File: src/design/tpb_ram.sv
// ----------------------------------------------------------------------------
// tpb_ram
// generic single-write single-read ram with registered read data
// ----------------------------------------------------------------------------
`timescale 1ns / 1ps

module tpb_ram #(
  parameter int WIDTH = 64,
  parameter int DEPTH = 64
) (
  input  logic                                       clk,
  input  logic                                       we,
  input  logic [((DEPTH > 1) ? $clog2(DEPTH) : 1)-1:0] waddr,
  input  logic [WIDTH-1:0]                           wdata,
  input  logic                                       re,
  input  logic [((DEPTH > 1) ? $clog2(DEPTH) : 1)-1:0] raddr,
  output logic [WIDTH-1:0]                           rdata
);

  logic [WIDTH-1:0] mem [DEPTH];
  logic [WIDTH-1:0] rdata_r;

  always_ff @(posedge clk) begin
    if (we) begin
      mem[waddr] <= wdata;
    end
    if (re) begin
      rdata_r <= mem[raddr];
    end
  end

  assign rdata = rdata_r;

endmodule

File: config.mk
export PLATFORM = sky130hd
export DESIGN_NAME = tpb_ram
export DESIGN_NICKNAME = d
export VERILOG_FILES = /design/src/design/tpb_ram.sv
export SDC_FILE = /design/constraint.sdc
export NUM_CORES = 2
export LEC_CHECK = 0
export BUFFER_PORTS_ARGS = -buffer_cell sky130_fd_sc_hd__buf_2
export CAP_MARGIN = 20
export CORE_AREA = 2 2 594 596
export DETAILED_ROUTE_END_ITERATION = 7
export DIE_AREA = 0 0 596 598
export SYNTH_ARGS = -nofsm -noshare
export SYNTH_HDL_FRONTEND = slang
export SYNTH_SLANG_ARGS = --single-unit
File: constraint.sdc
create_clock -name clk -period 5.9 [get_ports clk]
set_clock_uncertainty 0.1 [all_clocks]
set_input_delay 0.295 -clock clk [delete_from_list [all_inputs] [get_ports clk]]
set_output_delay 0.295 -clock clk [all_outputs]
set_load 0.05 [all_outputs]
After elaboration in Yosys (flattened, before gate mapping)
Memories as Yosys holds them, arrays and structs flattened. A register that Yosys moved wholly into a read port is not among the register bits. Index checks and enable logic that the tools add are counted.

Memories: 1. Register bits after elaboration: 0. Output and inout bits: 64. Input bits: 79. Memory bits (writable): 4096.

Memories: mem (words 64, width 64, rd ports 1, clocked after Yosys merged registers in 1, wr ports 1, line 20) `logic [WIDTH-1:0] mem [DEPTH];`.

Muxes and demuxes: 2.

Operators by type and width (count): 1-bit 2-to-1 mux (2).

Longest topological paths before layout
Word-level depth: 2. Depth in mapped cells: 9. Gate-level depth less buffers: 5.

Least setup slack after synthesis
No wires, ideal clock.

Path type: in2reg. Start: input waddr[3] in the netlist's numbering. End: memory mem[48][0] (enable). Stages: 4. Arrival time: 5.167 ns. Buffers on the path: 1. Required time: 5.236 ns. Library setup time: 0.564 ns. Setup slack: 0.069 ns. Cells stage by stage: clkbuf_1 -> nor2b_1 -> nand4b_1 -> nor3_1.

RTL lines: start: declaration (line 13) `input logic [((DEPTH > 1) ? $clog2(DEPTH) : 1)-1:0] waddr,`; end: declaration (line 20).

No word-level cell before the write port.

==> impl_results.html <==
<table>
<tr><th>Metric</th><th>Value</th></tr>
<tr><th colspan="2">Run status</th></tr>
<tr><td>Result of the run</td><td>completed</td></tr>
<tr><th colspan="2">Layout</th></tr>
<tr><td>Post-layout util</td><td>0.5109</td></tr>
<tr><td>Number of nets in the final layout</td><td>7174</td></tr>
<tr><td>Final Cell Area</td><td>0.1792 mm²</td></tr>
<tr><td>Area Overhead vs Synth</td><td>14.15%</td></tr>
<tr><td>Final instance count without filler cells</td><td>12070</td></tr>
<tr><td>Share of cells above drive strength 1</td><td>0.2814</td></tr>
<tr><th colspan="2">STA</th></tr>
<tr><td>Period utilisation layout</td><td>0.5446</td></tr>
<tr><td>Normalized max-slew margin</td><td>0.2051</td></tr>
<tr><td>Max-slew violation count</td><td>0</td></tr>
<tr><td>PnR worst setup slack</td><td>2.687 ns</td></tr>
<tr><td>Highest clock frequency the design can meet</td><td>311.2 MHz</td></tr>
<tr><td>Aggregate negative setup slack</td><td>0 ns</td></tr>
<tr><td>Tightest Pin Transition</td><td>1.190 ns</td></tr>
<tr><td>Count of endpoints failing hold in the final timing report</td><td>0</td></tr>
<tr><td>Final worst hold slack</td><td>0.07813 ns</td></tr>
<tr><td>Number of failing setup endpoints in the final timing report</td><td>0</td></tr>
<tr><td>Unrepaired setup endpoints after global routing</td><td>false</td></tr>
<tr><td>Final critical path time including I/O delays and setup</td><td>3.213 ns</td></tr>
<tr><th colspan="2">Place</th></tr>
<tr><td>Place WS</td><td>1.951 ns</td></tr>
<tr><td>GP Congestion</td><td>0.7774</td></tr>
<tr><td>IO Port Bufs</td><td>142</td></tr>
<tr><td>Post-DP HPWL</td><td>226.0 mm</td></tr>
<tr><td>Area after DPL</td><td>0.1647 mm²</td></tr>
<tr><td>Cell count after placement</td><td>11210</td></tr>
<tr><th colspan="2">Logic synthesis</th></tr>
<tr><td>Synthesized netlist net count</td><td>6677</td></tr>
<tr><td>Mean area per synthesized cell</td><td>23.79 µm²</td></tr>
<tr><td>Sequential share of the synthesized area</td><td>0.7957</td></tr>
<tr><td>Proportion of netlist area held by the largest area contributor</td><td>0.7957</td></tr>
<tr><td>Synth area leaders</td><td>edfxtp_1 80%, mux4_2 15%, mux2i_1 0.86%</td></tr>
<tr><td>Netlist area before placement</td><td>0.1570 mm²</td></tr>
<tr><td>Number of warnings printed during yosys synthesis</td><td>0</td></tr>
<tr><td>Cell taking the most area after synthesis</td><td>edfxtp_1</td></tr>
<tr><td>Count of cell types in the netlist</td><td>32</td></tr>
<tr><td>Cell count after synthesis</td><td>6598</td></tr>
<tr><td>Yosys reg bits</td><td>4160</td></tr>
<tr><th colspan="2">Hold path</th></tr>
<tr><td>Worst hold start</td><td>wdata[17]</td></tr>
<tr><td>WHS Path Cells</td><td>2</td></tr>
<tr><td>Hold endpoint</td><td>mem[1][17]$_DFFE_PP_</td></tr>
<tr><td>Type of the worst min-delay path</td><td>in -&gt; reg</td></tr>
<tr><th colspan="2">Route</th></tr>
<tr><td>Avg Vias per Cell</td><td>6.327</td></tr>
<tr><td>Total iterations of the first detailed-routing run</td><td>5</td></tr>
<tr><td>First DRT Iteration DRCs</td><td>10560</td></tr>
<tr><td>Post-route DRC</td><td>0</td></tr>
<tr><td>Antenna viol nets, final</td><td>0</td></tr>
<tr><td>Detailed Route WL</td><td>439.5 mm</td></tr>
<tr><td>Average wire per cell in the routed design</td><td>36.42 µm</td></tr>
<tr><td>Routed vias</td><td>76350</td></tr>
<tr><th colspan="2">Critical path</th></tr>
<tr><td>Kind of start point of the critical path</td><td>input pin</td></tr>
<tr><td>Data required, critical path</td><td>6.43 ns</td></tr>
<tr><td>Setup slack on the worst flop-to-flop path</td><td>3.37 ns</td></tr>
<tr><td>Startpoint of the worst-slack reg-to-reg timing path</td><td>mem[60][52]$_DFFE_PP_</td></tr>
<tr><td>R2r worst-path depth</td><td>5</td></tr>
<tr><td>Top fanout value on the critical path</td><td>56</td></tr>
<tr><td>Longest individual stage delay on the worst path</td><td>0.82 ns</td></tr>
<tr><td>Worst setup path category</td><td>in -&gt; reg</td></tr>
<tr><td>Ordered cell list for the critical path</td><td>buf_8 &gt; buf_4 &gt; mux4_2 &gt; mux2i_1 &gt; o22ai_1 &gt; a41oi_1 &gt; a211oi_1</td></tr>
<tr><td>Crit Reg-Reg Endpoint</td><td>rdata[52]$_DFFE_PP_</td></tr>
<tr><td>Crit. End Element</td><td>flop</td></tr>
<tr><td>Arrival @ worst endpoint</td><td>3.74 ns</td></tr>
<tr><td>Cell at the slowest stage of the critical path</td><td>buf_4</td></tr>
<tr><td>Crit path from</td><td>raddr[2]</td></tr>
<tr><th colspan="2">Die</th></tr>
<tr><td>Vertical die dimension</td><td>598 µm</td></tr>
<tr><td>Placeable core region</td><td>0.3508 mm²</td></tr>
<tr><td>Starting utilization of the core area</td><td>0.4476</td></tr>
<tr><td>Rows</td><td>218</td></tr>
<tr><td>Die width</td><td>596 µm</td></tr>
<tr><td>Area of the die</td><td>0.3564 mm²</td></tr>
<tr><td>IO Count</td><td>143</td></tr>
<tr><th colspan="2">Clock tree</th></tr>
<tr><td>Sinks on the clock net</td><td>4160</td></tr>
<tr><td>H-tree depth reported by CTS</td><td>5</td></tr>
<tr><td>Clock-pin slew on the worst setup and hold paths</td><td>0.06 ns</td></tr>
<tr><td>Clock network latency to the later pin of the worst-skew pair</td><td>0.98 ns</td></tr>
<tr><td>CTS Buffer Depth</td><td>4</td></tr>
<tr><td>TritonCTS clock tree</td><td>done</td></tr>
<tr><td>Clock buffers created by TritonCTS</td><td>415</td></tr>
<tr><td>Quantity of gates resized following cts</td><td>0</td></tr>
<tr><td>Cts-stage hold buffer count</td><td>54</td></tr>
<tr><td>Cell at the root of the clock tree</td><td>clkbuf_16</td></tr>
<tr><td>Number of setup buffers added after CTS</td><td>0</td></tr>
<tr><th colspan="2">GRT</th></tr>
<tr><td>Met2 demand-to-capacity share in global routing</td><td>0.3974</td></tr>
<tr><td>Total track usage</td><td>0.2446</td></tr>
<tr><td>Met3 usage</td><td>0.03697</td></tr>
<tr><td>Largest net degree at the start of global routing</td><td>109</td></tr>
<tr><td>Number of global-route vias before repair</td><td>76100</td></tr>
<tr><td>Initial antenna violation count</td><td>27</td></tr>
<tr><td>Overall overflow remaining after global route</td><td>0</td></tr>
<tr><td>Top Usage Layer GRT</td><td>met2</td></tr>
<tr><td>Met1 routing resource usage after global routing</td><td>0.3462</td></tr>
<tr><td>First-pass GRT wire length</td><td>608.8 mm</td></tr>
<tr><th colspan="2">Power and ir drop</th></tr>
<tr><td>Leak</td><td>55.58 nW</td></tr>
<tr><td>Areal power density over the cells</td><td>345.8 mW/mm²</td></tr>
<tr><td>Worst IR Drop VDD</td><td>0.2808 mV</td></tr>
<tr><td>Power Total</td><td>61.97 mW</td></tr>
<tr><th colspan="2">Run</th></tr>
<tr><td>Max-cap violation count</td><td>0</td></tr>
</table>
-- worst max path at each step --
stage	cells after the start	slack [ns]	endpoint
after floorplan	4	0.07	mem[48][0]$_DFFE_PP_
after global placement	7	1.90	rdata[52]$_DFFE_PP_
after detailed placement	7	1.95	rdata[52]$_DFFE_PP_
after CTS	6	2.88	mem[13][58]$_DFFE_PP_
after global routing	7	2.72	rdata[52]$_DFFE_PP_
final	7	2.69	rdata[52]$_DFFE_PP_
-- cells in the final DEF (no fill, tap or decap), types with 45 or more instances in the layout --
cell type / n
mux2i_1: 135
buf_12: 84
edfxtp_1: 4160
a211oi_1: 63
and3_1: 64
nor2_4: 65
buf_2: 138
clkinv_1: 108
o22ai_1: 83
nor2_1: 47
buf_4: 158
nand3_1: 45
clkbuf_1: 70
mux4_2: 1024
clkinv_2: 72
nand2_1: 55
a22o_1: 88
dlygate4sd3_1: 68
a22oi_1: 168
clkbuf_16: 418
-- cell usage after synthesis --
cell	count
mux4_2	1024
or2_2	28
o221ai_1	38
a31oi_1	18
a41oi_1	26
and3_1	64
a2bb2oi_1	19
nand4_1	2
buf_4	34
a22o_1	88
nor2_1	112
a22oi_1	168
and2_1	3
o22ai_1	83
a31o_1	1
buf_6	6
nand2b_1	11
nor2b_1	28
nand2_1	58
nor3_1	2
nand3_1	45
mux2i_1	135
buf_1	20
nand3b_1	2
edfxtp_1	4160
a211oi_1	63
or3_1	29
inv_1	19
buf_2	170
or3b_2	1
clkbuf_1	140
nand4b_1	1
-- cells by family after synthesis --
group                  count (synthesis)  share of synthesized area
AOI/OAI and AO/OA                    504                    0.02467
buffers and inverters                389                    0.01176
DFF                                 4160                     0.7957
muxes                               1159                     0.1555
and+or+nand+nor                      386                    0.01235
-- state kept, by name (all words and copies together), names as in the netlist --
register	flops
mem	4096
rdata	64
-- power breakdown --
part / internal, mW / leakage [nW] / switching [mW]
combinational: 1.07 / 11.6 / 1.91
sequential: 32.8 / 37.5 / 0.126
clock: 14.9 / 6.50 / 11.2
-- final cells by class --
type | count | area (µm²)
timing repair buffer | 450 | 4269
multi-input combinational | 2049 | 30780
antenna | 14 | 35.03
clock buffer | 488 | 10720
inverter | 19 | 71.32
fill | 27200 | 171600
clock inverter | 268 | 2615
tap | 4620 | 5781
sequential | 4160 | 124900
-- metal layers --
metal,vias up,share of wire
li1,29590,-
met1,42180,0.40
met2,3897,0.49
met3,682,0.085
met4,4,0.031
met5,-,0.000050
-- worst max-delay path, delay by kind of cell --
kind | cells | cell delay, ns
AOI/OAI and AO/OA | 3 | 1.42
muxes | 2 | 0.46
buffers and inverters | 2 | 1.16
Note: power is estimated with default switching activity, not from simulation.
